`src/rtl/core/mbrf_pkg.sv`:
```
`timescale 1ns / 1ps
`default_nettype none
// ----------------------------------------------------------------------------
// mbrf_pkg: shared types and constants of the register framer
// Request codes, command entries passed from front to back, frame constants
// and the byte-wise CRC-16 update.
// ----------------------------------------------------------------------------
package mbrf_pkg;

  typedef enum logic [1:0] {
    REQ_READ  = 2'd0,
    REQ_WRITE = 2'd1,
    REQ_RX    = 2'd2
  } req_t;

  typedef enum logic {
    KIND_TX    = 1'b0,
    KIND_VALUE = 1'b1
  } kind_t;

  localparam logic [7:0]  FUNC_READ    = 8'h03;
  localparam logic [7:0]  FUNC_WRITE   = 8'h06;
  localparam logic [15:0] READ_COUNT   = 16'h0001;
  localparam logic [15:0] CRC_INIT     = 16'hFFFF;
  localparam logic [15:0] CRC_POLY     = 16'hA001;
  localparam logic [7:0]  SLAVE_RESET  = 8'h01;
  localparam logic [2:0]  HI_POS_READ  = 3'd3;
  localparam logic [2:0]  HI_POS_WRITE = 3'd4;
  localparam logic [2:0]  IDX_MAX      = 3'd7;
  localparam logic [2:0]  LAST_BYTE    = 3'd7;
  localparam logic [2:0]  CRC_LO_BYTE  = 3'd6;
  localparam int          QDEPTH       = 2;
  localparam int          QPTR_W       = $clog2(QDEPTH);
  localparam int          QCNT_W       = $clog2(QDEPTH + 1);

  // One unit of work for the back end: a frame to send or a value to report.
  // For a value, addr is the pending register and word the decoded data.
  typedef struct packed {
    kind_t       kind;
    logic [7:0]  slave;
    logic [7:0]  func;
    logic [15:0] addr;
    logic [15:0] word;
  } cmd_t;

  typedef struct packed {
    logic empty;
    logic full;
  } q_stat_t;

  function automatic logic [15:0] crc_update(input logic [15:0] crc_in,
                                             input logic [7:0]  data);
    logic [15:0] c;
    c = crc_in ^ {8'h00, data};
    for (int k = 0; k < 8; k++) begin
      if (c[0]) begin
        c = (c >> 1) ^ CRC_POLY;
      end else begin
        c = c >> 1;
      end
    end
    return c;
  endfunction

endpackage
`default_nettype wire

```
`src/rtl/core/mbrf_front.sv`:
```
`timescale 1ns / 1ps
`default_nettype none
// ----------------------------------------------------------------------------
// mbrf_front: request intake and reply byte tracking
// Records the pending command, counts reply bytes, assembles the data word
// and pushes frame or value commands into the queue.
// ----------------------------------------------------------------------------
module mbrf_front import mbrf_pkg::*; (
  input  wire logic               clk,
  input  wire logic               rst,
  input  wire logic               cfg_wr_en,
  input  wire logic [7:0]         cfg_wr_data,
  input  wire logic               in_valid,
  output logic                    in_stall,
  input  wire logic [1:0]         req_type,
  input  wire logic [15:0]        reg_addr,
  input  wire logic signed [15:0] write_value,
  input  wire logic [7:0]         rx_byte,
  input  wire logic               rx_first,
  input  wire q_stat_t            q_stat,
  output logic                    push,
  output cmd_t                    push_cmd
);

  logic [7:0]  slave_address;
  logic        pending_is_write;
  logic [15:0] pending_register;
  logic [2:0]  reply_byte_index;
  logic [7:0]  reply_high_byte;

  logic        accept;
  logic [2:0]  hi_pos;
  logic [2:0]  idx;
  logic        is_req;
  logic        is_rx;
  logic        take_high;
  logic        emit_value;

  assign in_stall = q_stat.full;
  assign accept   = in_valid && !in_stall;
  assign hi_pos   = pending_is_write ? HI_POS_WRITE : HI_POS_READ;
  assign idx      = rx_first ? 3'd0 : reply_byte_index;

  always_comb begin
    is_req = 1'b0;
    is_rx  = 1'b0;
    unique case (req_type)
      REQ_READ, REQ_WRITE: is_req = 1'b1;
      REQ_RX:              is_rx  = 1'b1;
      default:             ;
    endcase
  end

  assign take_high  = is_rx && (idx == hi_pos);
  assign emit_value = is_rx && (idx == hi_pos + 3'd1);
  assign push       = accept && (is_req || emit_value);

  always_comb begin
    push_cmd.slave = slave_address;
    if (is_req) begin
      push_cmd.kind = KIND_TX;
      push_cmd.func = (req_type == REQ_WRITE) ? FUNC_WRITE : FUNC_READ;
      push_cmd.addr = reg_addr;
      push_cmd.word = (req_type == REQ_WRITE) ? write_value : READ_COUNT;
    end else begin
      push_cmd.kind = KIND_VALUE;
      push_cmd.func = 8'h00;
      push_cmd.addr = pending_register;
      push_cmd.word = {reply_high_byte, rx_byte};
    end
  end

  always_ff @(posedge clk) begin
    if (rst) begin
      slave_address    <= SLAVE_RESET;
      pending_is_write <= 1'b0;
      pending_register <= 16'h0000;
      reply_byte_index <= 3'd0;
      reply_high_byte  <= 8'h00;
    end else begin
      if (cfg_wr_en) begin
        slave_address <= cfg_wr_data;
      end
      if (accept && is_req) begin
        pending_is_write <= (req_type == REQ_WRITE);
        pending_register <= reg_addr;
      end
      if (accept && is_rx) begin
        // saturate so a long reply reports at most one value
        reply_byte_index <= (idx < IDX_MAX) ? idx + 3'd1 : IDX_MAX;
        if (take_high) begin
          reply_high_byte <= rx_byte;
        end
      end
    end
  end

endmodule
`default_nettype wire

```
`src/rtl/core/mbrf_queue.sv`:
```
`timescale 1ns / 1ps
`default_nettype none
// ----------------------------------------------------------------------------
// mbrf_queue: command queue between front and back
// Small FIFO of command entries; push and pop may happen in the same cycle.
// ----------------------------------------------------------------------------
module mbrf_queue import mbrf_pkg::*; (
  input  wire logic clk,
  input  wire logic rst,
  input  wire logic push,
  input  wire cmd_t push_cmd,
  input  wire logic pop,
  output cmd_t      head,
  output q_stat_t   q_stat
);

  cmd_t              mem [QDEPTH];
  logic [QPTR_W-1:0] wr_ptr;
  logic [QPTR_W-1:0] rd_ptr;
  logic [QCNT_W-1:0] count;

  assign head         = mem[rd_ptr];
  assign q_stat.empty = (count == '0);
  assign q_stat.full  = (count == QCNT_W'(QDEPTH));

  always_ff @(posedge clk) begin
    if (push) begin
      mem[wr_ptr] <= push_cmd;
    end
  end

  always_ff @(posedge clk) begin
    if (rst) begin
      wr_ptr <= '0;
      rd_ptr <= '0;
      count  <= '0;
    end else begin
      if (push) begin
        wr_ptr <= (wr_ptr == QPTR_W'(QDEPTH - 1)) ? '0 : wr_ptr + 1'b1;
      end
      if (pop) begin
        rd_ptr <= (rd_ptr == QPTR_W'(QDEPTH - 1)) ? '0 : rd_ptr + 1'b1;
      end
      if (push && !pop) begin
        count <= count + 1'b1;
      end else if (pop && !push) begin
        count <= count - 1'b1;
      end
    end
  end

endmodule
`default_nettype wire

```
`src/rtl/core/mbrf_back.sv`:
```
`timescale 1ns / 1ps
`default_nettype none
// ----------------------------------------------------------------------------
// mbrf_back: frame serializer and result output register
// Sends frame bytes one per beat while folding them into the CRC, then the
// CRC low and high bytes; value commands go out as one beat.
// ----------------------------------------------------------------------------
module mbrf_back import mbrf_pkg::*; (
  input  wire logic         clk,
  input  wire logic         rst,
  input  wire cmd_t         head,
  input  wire q_stat_t      q_stat,
  output logic              pop,
  output logic              mid_frame,
  output logic              out_valid,
  input  wire logic         out_stall,
  output logic              out_kind,
  output logic [7:0]        tx_byte,
  output logic              tx_last,
  output logic [15:0]       reply_addr,
  output logic signed [15:0] reply_value
);

  logic [2:0]  cnt;
  logic [15:0] crc;
  logic [15:0] crc_in;
  logic [7:0]  byte_sel;
  logic        advance;
  logic        work;
  logic        is_frame;

  assign advance   = !out_valid || !out_stall;
  assign work      = advance && !q_stat.empty;
  assign is_frame  = (head.kind == KIND_TX);
  assign pop       = work && (!is_frame || cnt == LAST_BYTE);
  assign mid_frame = (cnt != 3'd0);
  assign crc_in    = (cnt == 3'd0) ? CRC_INIT : crc;

  always_comb begin
    unique case (cnt)
      3'd0:    byte_sel = head.slave;
      3'd1:    byte_sel = head.func;
      3'd2:    byte_sel = head.addr[15:8];
      3'd3:    byte_sel = head.addr[7:0];
      3'd4:    byte_sel = head.word[15:8];
      3'd5:    byte_sel = head.word[7:0];
      3'd6:    byte_sel = crc[7:0];
      default: byte_sel = crc[15:8];
    endcase
  end

  always_ff @(posedge clk) begin
    if (rst) begin
      out_valid <= 1'b0;
      cnt       <= 3'd0;
    end else if (advance) begin
      out_valid <= !q_stat.empty;
      if (work && is_frame) begin
        cnt <= cnt + 3'd1;
      end
    end
  end

  always_ff @(posedge clk) begin
    if (work && is_frame && cnt < CRC_LO_BYTE) begin
      crc <= crc_update(crc_in, byte_sel);
    end
    if (work) begin
      if (is_frame) begin
        out_kind    <= KIND_TX;
        tx_byte     <= byte_sel;
        tx_last     <= (cnt == LAST_BYTE);
        reply_addr  <= 16'h0000;
        reply_value <= 16'sh0000;
      end else begin
        out_kind    <= KIND_VALUE;
        tx_byte     <= 8'h00;
        tx_last     <= 1'b0;
        reply_addr  <= head.addr;
        reply_value <= head.word;
      end
    end
  end

endmodule
`default_nettype wire

```
`src/rtl/core/modbus_rtu_register_framer.sv`:
```
`timescale 1ns / 1ps
`default_nettype none
// Path: each accepted request or reply value is registered in the queue and
//   then in the output register before out_valid rises.
// Throughput: a request yields 8 frame bytes, the first six folded into the
//   CRC in the serializer; reply bytes are taken one per cycle unless in_stall.
// Reset: rst is synchronous; clears queue, counters and pending state and
//   sets the slave address to 1.
// ----------------------------------------------------------------------------
// modbus_rtu_register_framer: single holding register master framer
// Front end tracks requests and replies, back end serializes frames with
// CRC-16 and presents decoded reply values.
// ----------------------------------------------------------------------------
module modbus_rtu_register_framer import mbrf_pkg::*; (
  input  wire logic               clk,
  input  wire logic               rst,
  input  wire logic               cfg_wr_en,
  input  wire logic [7:0]         cfg_wr_data,
  input  wire logic               in_valid,
  output logic                    in_stall,
  input  wire logic [1:0]         req_type,
  input  wire logic [15:0]        reg_addr,
  input  wire logic signed [15:0] write_value,
  input  wire logic [7:0]         rx_byte,
  input  wire logic               rx_first,
  output logic                    out_valid,
  input  wire logic               out_stall,
  output logic                    out_kind,
  output logic [7:0]              tx_byte,
  output logic                    tx_last,
  output logic [15:0]             reply_addr,
  output logic signed [15:0]      reply_value
);

  q_stat_t q_stat;
  cmd_t    push_cmd;
  cmd_t    head;
  logic    push;
  logic    pop;
  logic    mid_frame;

  mbrf_front u_front (
    .clk         (clk),
    .rst         (rst),
    .cfg_wr_en   (cfg_wr_en),
    .cfg_wr_data (cfg_wr_data),
    .in_valid    (in_valid),
    .in_stall    (in_stall),
    .req_type    (req_type),
    .reg_addr    (reg_addr),
    .write_value (write_value),
    .rx_byte     (rx_byte),
    .rx_first    (rx_first),
    .q_stat      (q_stat),
    .push        (push),
    .push_cmd    (push_cmd)
  );

  mbrf_queue u_queue (
    .clk      (clk),
    .rst      (rst),
    .push     (push),
    .push_cmd (push_cmd),
    .pop      (pop),
    .head     (head),
    .q_stat   (q_stat)
  );

  mbrf_back u_back (
    .clk         (clk),
    .rst         (rst),
    .head        (head),
    .q_stat      (q_stat),
    .pop         (pop),
    .mid_frame   (mid_frame),
    .out_valid   (out_valid),
    .out_stall   (out_stall),
    .out_kind    (out_kind),
    .tx_byte     (tx_byte),
    .tx_last     (tx_last),
    .reply_addr  (reply_addr),
    .reply_value (reply_value)
  );

  // a frame in progress keeps its command at the queue head
  a_frame_holds_head: assert property (@(posedge clk) disable iff (rst)
    mid_frame |-> (!q_stat.empty && head.kind == KIND_TX))
    else $error("frame in progress without a frame command at queue head");

  a_queue_consistent: assert property (@(posedge clk) disable iff (rst)
    !(q_stat.empty && q_stat.full))
    else $error("queue reports empty and full");

  a_no_push_when_full: assert property (@(posedge clk) disable iff (rst)
    q_stat.full |-> !push)
    else $error("push into a full queue");

  // while the last frame byte is presented the byte counter is back at zero
  a_last_ends_frame: assert property (@(posedge clk) disable iff (rst)
    (out_valid && out_kind == KIND_TX && tx_last) |-> !mid_frame)
    else $error("frame counter not cleared after last byte");

endmodule
`default_nettype wire

```
`config.mk`:
```
export PLATFORM = sky130hd
export DESIGN_NAME = modbus_rtu_register_framer
export DESIGN_NICKNAME = d
export VERILOG_FILES = /design/src/rtl/core/mbrf_pkg.sv /design/src/rtl/core/mbrf_front.sv /design/src/rtl/core/mbrf_queue.sv /design/src/rtl/core/mbrf_back.sv /design/src/rtl/core/modbus_rtu_register_framer.sv
export SDC_FILE = /design/constraint.sdc
export NUM_CORES = 1
export LEC_CHECK = 0
export ABC_CLOCK_PERIOD_IN_PS = 5100
export BUFFER_PORTS_ARGS = -buffer_cell sky130_fd_sc_hd__buf_2
export CAP_MARGIN = 10
export CORE_MARGIN = 2
export CORE_UTILIZATION = 30
export DETAILED_ROUTE_END_ITERATION = 16
export GPL_TIMING_DRIVEN = 0
export PLACE_DENSITY_LB_ADDON = 0.05
export SLEW_MARGIN = 20
export SYNTH_ARGS = -nofsm -noshare
export SYNTH_HDL_FRONTEND = slang
export SYNTH_HIERARCHICAL = 1
export SYNTH_SLANG_ARGS = --single-unit
```
`constraint.sdc`:
```
create_clock -name clk -period 5.1 [get_ports clk]
set_input_delay 1.02 -clock clk [delete_from_list [all_inputs] [get_ports clk]]
set_output_delay 1.02 -clock clk [all_outputs]
set_load 0.05 [all_outputs]
```
Word level (Yosys, flattened, before mapping) --
Memories as Yosys holds them, arrays and structs flattened. A register that Yosys moved wholly into a read port is not among the register bits. Index checks and enable logic that the tools add are counted.
Word-level totals: bits of input ports 56, bits in registers 102, output and inout bits 44, bits in writable memories 98, word-level logic and storage cells 112, memories 1
Memories:
- u_queue.mem | depth 2, bits a word 49, read ports 1, clocked after memory_dff 1, write ports 1, RTL line mbrf_queue.sv:17 | cmd_t mem [QDEPTH];
Cells by class: $add $sub $neg 7, order comparisons 2, bitwise logic cells 10, mux-type cells 35, reductions and logical operators 28, eq/ne operators 12
Operator list (number):
- 16-bit 2-to-1 mux | 16
- 8-bit case mux with 7 select lines | 1
- 40-bit 2-to-1 mux | 1
- 2-bit NOT with 3-bit output | 8
- 16-bit by 8-bit bitwise XOR with 16-bit output | 1
- 14-bit 2-to-1 mux | 1
- 3-bit == test (second input constant) | 4
- 1-bit logical AND | 12
- 3-bit 2-to-1 mux | 4
- 1-bit 2-to-1 mux | 10
- 3-bit by 1-bit adder with 3-bit output (second input constant) | 3
- 3-bit by 2-bit == test with 1-bit output (second input constant) | 2
- 3-bit == test | 2
- 1-bit logical NOT | 6
- 3-bit < comparator (second input constant) | 2
- 2-bit == test (second input constant) | 2
- 2-bit logical NOT | 2
- 2-bit 2-to-1 mux | 2
- 2-bit AND reduction | 2
- 3-bit by 1-bit == test with 1-bit output (second input constant) | 1
- 3-bit logical NOT | 1
- 1-bit logical OR | 3
- 1-bit adder (second input constant) | 2
- 2-bit by 1-bit adder with 2-bit output (second input constant) | 1
- 5 further kinds | 5

Logic depth before layout (Yosys ltp) --
depth after elaboration 26, depth in mapped cells 10

Hierarchy --
Netlist, hierarchy kept.
Modules (own cells, without submodules):
- mbrf_queue | times used 1, cells an instance 174, area each 3739.8 µm²
- mbrf_back | times used 1, cells an instance 245, area each 3201.8 µm²
- mbrf_front | times used 1, cells an instance 244, area each 1963.1 µm²

Worst setup path after synthesis --
OpenSTA, ideal clock, no wires.
path type input-to-reg, from input port out_stall, to register u_back.crc[0], enable pin, path buffers 0, setup time 0.414 ns, slack -0.225 ns, arrival 4.911 ns, stages 3, cells stage by stage a21oi_1 nor2b_1 a21boi_0
On the way: cells in the longest elaborated chain, start to end 5
Ends and longest elaborated chain:
- from (decl) | RTL line modbus_rtu_register_framer.sv:27 | input wire logic out_stall,
- 1-bit logical NOT | RTL line mbrf_back.sv:32 | assign advance = !out_valid || !out_stall;
- 1-bit logical OR | RTL line mbrf_back.sv:32
- 1-bit logical AND | RTL line mbrf_back.sv:33 | assign work = advance && !q_stat.empty;
- 1-bit logical AND (2 in series) | RTL line mbrf_back.sv:65 | if (work && is_frame && cnt < CRC_LO_BYTE) begin
- to (signal assigned) | RTL line mbrf_back.sv:66 | crc <= crc_update(crc_in, byte_sel);
- to (decl) | RTL line mbrf_back.sv:25 | logic [15:0] crc;
No other way between the ends. A chain may end at the register's enable or synchronous reset.

Worst setup path in the final report --
from register u_back.cnt[2], to register u_back.crc[0] (data pin)
On the way: cells in the longest elaborated chain, start to end 19
Ends and longest elaborated chain:
- from (decl) | RTL line mbrf_back.sv:24 | logic [2:0] cnt;
- from (signal assigned) | RTL line mbrf_back.sv:59 | cnt <= cnt + 3'd1;
- 3-bit == test, or another cell as far along | RTL line mbrf_back.sv:40 | unique case (cnt)
- 8-bit case mux with 7 select lines or 16-bit 2-to-1 mux (tied branches) | RTL line mbrf_back.sv:40, mbrf_back.sv:37
- 16-bit by 8-bit bitwise XOR with 16-bit output (*) | RTL line mbrf_pkg.sv:54 | c = crc_in ^ {8'h00, data};
- 16-bit 2-to-1 mux (*) | RTL line mbrf_pkg.sv:56 | if (c[0]) begin
- 16-bit 2-to-1 mux (*) | RTL line mbrf_back.sv:65
- 16-bit 2-to-1 mux (*) | RTL line mbrf_pkg.sv:56
- 16-bit 2-to-1 mux (*) | RTL line mbrf_back.sv:65
- 16-bit 2-to-1 mux (*) | RTL line mbrf_pkg.sv:56
- (+3 left out)
- 16-bit 2-to-1 mux (*) | RTL line mbrf_pkg.sv:56
- 16-bit 2-to-1 mux (*) | RTL line mbrf_back.sv:65
- 16-bit 2-to-1 mux (*) | RTL line mbrf_pkg.sv:56
- 16-bit 2-to-1 mux (*) | RTL line mbrf_back.sv:65
- 2-bit NOT with 3-bit output (no line), or another cell as far along
- 16-bit 2-to-1 mux (*) | RTL line mbrf_pkg.sv:56
- 16-bit 2-to-1 mux (*) | RTL line mbrf_back.sv:65
- 14-bit 2-to-1 mux (*) | RTL line mbrf_pkg.sv:56
Every way passes the cells marked *; elsewhere a longest branch is shown, timed or not. The select of a mux whose other input is x is not followed.

==> flow_metrics.tcl <==
set metrics [dict create \
    regToRegStartpoint "u_back/cnt[2]" \
    synth-seq-cells 201 \
    netSwitchingFraction 0.377 \
    cp-start-kind "flip-flop" \
    ctsResizeCount 0 \
    clk_pin_slew_ns 0.07 \
    slew-limit-headroom 0.487 \
    dp_hpwl_um 16300 \
    cts_buffers 24 \
    synth-main-ff-cell "edfxtp_1" \
    die_area_um2 31100 \
    ir_drop_uv 347 \
    setup_violations 0 \
    rows 63 \
    worstMarginPinSlew_ns 0.762 \
    drive_gt1_frac 0.293 \
    synth_mux_area_frac 0.109 \
    p_total_mw 7.86 \
    regArea_um2 5590 \
    layout_common_cells "edfxtp_1, buf_2, nand2_1" \
    grt_start_max_net_pins 50 \
    drt-initial-drc-count 302 \
    syn_to_final_growth_pct 21.6 \
    drc 0 \
    rrSetupSlack_ns 1.32 \
    synth_edf_count 156 \
    placed_cell_area_um2 10000 \
    port_buffers 97 \
    p_int_mw 4.89 \
    diodes 0 \
    power.share.sequential 0.324 \
    combPwrFrac 0.460 \
    yosysWarnings 6 \
    ys_async_sr_fraction 0 \
    ys_seq_area_frac 0.627 \
    arrival_ns 4.03 \
    pin_count 100 \
    yosysTopAreaCellShare 0.526 \
    synth_xor_area_frac 0.0454 \
    multiInputGateArea_um2 3100 \
    endpoint_kind "flip-flop" \
    fmax_ghz 0.264 \
    avgSynthCellArea_um2 13.4 \
    synthAdderAreaFrac 0.0112 \
    crit_required_ns 5.35 \
    cts_root_buf "clkbuf_16" \
    layout_commonest_cell "edfxtp_1" \
    vias 5462 \
    nNetsFinal 859 \
    power_density_nw_per_um2 726 \
    clkPwrFrac 0.215 \
    cts_tree "built" \
    synth_compound_area_frac 0.0696 \
    drv_slew 0 \
    place_congestion 0.788 \
    dieHeight_um 176 \
    fin_crit_ns 3.78 \
    crit_start "u_back/cnt[2]" \
    grt_pass1_wl_um 34000 \
    synth_cell_types 61 \
    grt_overflow 0 \
    initial_core_util 0.303 \
    wl_per_cell_um 18.7 \
    syn-cell-area_um2 8900 \
    drv_cap 0 \
    final.setup.tns_ns 0 \
    hold_violations 0 \
    rsz0062_at_grt "no" \
    design.core.area_um2 29400 \
    cts.sinks 201 \
    insertion_delay_ns 0.53 \
    min-delay-start "u_front/pending_register[0]" \
    postCtsSetupBuffers 0 \
    synthSimpleGateAreaFrac 0.108 \
    p_switching_mw 2.97 \
    status "complete, no violations" \
    period_share 0.742 \
    drtPass1Iterations 4 \
    die_w_um 176 \
    skew_ns 0.0286 \
    hold_path_class "reg2reg" \
    nFillCells 2847 \
    post_drt_via_cell_ratio 4.54 \
    final_area_um2 10800 \
    synthTopCellsByArea "edfxtp_1, dfxtp_1, mux2_2, nand2_1, xnor2_1" \
    cts.htree.levels 1 \
    grtUsageTotal 0.146 \
    synth_top_family_by_area "multiplexers" \
    cts_hold_buf 0 \
    synthCells 663 \
    drt_wl_total_um 22500 \
    antenna_found_initial 0 \
    p_leak_nw 3.92 \
    crit_fanout 10 \
    worstSetupPathType "reg2reg" \
    antenna_left 0 \
    yosys.area.top_type "edfxtp_1" \
    clockBufferDepth 3 \
    grt_pass1_vias 5639 \
]
## final timing paths
check                           cells after the start                           to
worst min-delay path                                2  u_front/pending_register[0]
worst max-delay path                               10                u_back/crc[0]
worst min register to register                      2  u_front/pending_register[0]
worst max register to register                     10                u_back/crc[0]
## area by class of cell
type                            instances  share of cell area
Buffer                                 42              0.0213
Inverter                                7             0.00243
Multi-Input combinational cell        417               0.287
Clock inverter                         14              0.0146
Tap cell                              390              0.0451
Clock buffer                           30              0.0576
Sequential cell                       201               0.516
Timing Repair Buffer                  102              0.0564
## cells by family (layout without fill, tap and decap cells)
kind of cell | count (synthesis) | after routing
AO/OA/AOI/OAI | 88 | 88
XOR/XNOR | 38 | 38
adder cells (fa/ha/maj) | 8 | 8
buffers and inverters | 49 | 195
flip-flops | 201 | 201
multiplexers | 88 | 88
other | 1 | 5
AND/OR/NAND/NOR | 190 | 190
## through the flow
step,setup WS [ns],std cells,utilization,hold WS [ns]
after floorplan,0.540,667,-,0.418
after global placement,-1.33,1154,0.337,0.439
after detailed placement,1.25,1159,0.342,0.447
after CTS,1.21,1203,0.368,0.455
after global routing,0.989,1203,0.368,0.477
final,1.32,1203,0.368,0.454
## routing by layer
metal | track usage | up-vias | wire, um
met2 | 0.246 | 119 | 10800
met1 | 0.196 | 2673 | 10200
met3 | 0.0258 | 23 | 1070
met5 | 0 | - | 0
met4 | 0.0344 | 0 | 384
li1 | - | 2647 | -
## synthesized netlist by cell type, types with 16 or more instances
library cell and instances:
dfxtp_1 45, mux2_1 16, edfxtp_1 156, and2_1 33
xnor2_1 25, a21oi_1 30, nand2_1 76, mux2_2 57
clkbuf_1 18, nand2b_1 16, o21ai_1 16, nor2_1 34
## critical path, cell delays in order, from the launching register on
cell      delay (ns)
dfxtp_1         0.45
buf_2           0.32
inv_1           0.18
ha_1            0.25
clkbuf_1        0.23
nor4_1          0.63
a221oi_1        0.12
a21oi_1         0.35
xnor2_1         0.24
xnor3_2         0.37
xnor3_1         0.35
## sequential cells by signal, indices dropped and copies added, names as in the netlist, 8 cells and up, named ones only
register and count:
u_front/pending_register 16, u_back/tx_byte 8, u_back/reply_addr 16, u_front/slave_address 8
u_back/crc 16, u_front/reply_high_byte 8, u_back/reply_value 16, u_queue/mem 98
## power by group through the flow
| stage | combinational (mW) | clock [mW] | sequential, mW |
|---|---|---|---|
| floorplan | 2.08 | 0 | 3.20 |
| global placement | 3.50 | 0 | 2.60 |
| detailed placement | 3.66 | 0 | 2.59 |
| CTS | 3.68 | 1.75 | 2.56 |
| global route | 3.90 | 1.82 | 2.59 |
| finish | 3.62 | 1.69 | 2.55 |
Power figures use the tool's default switching activity.
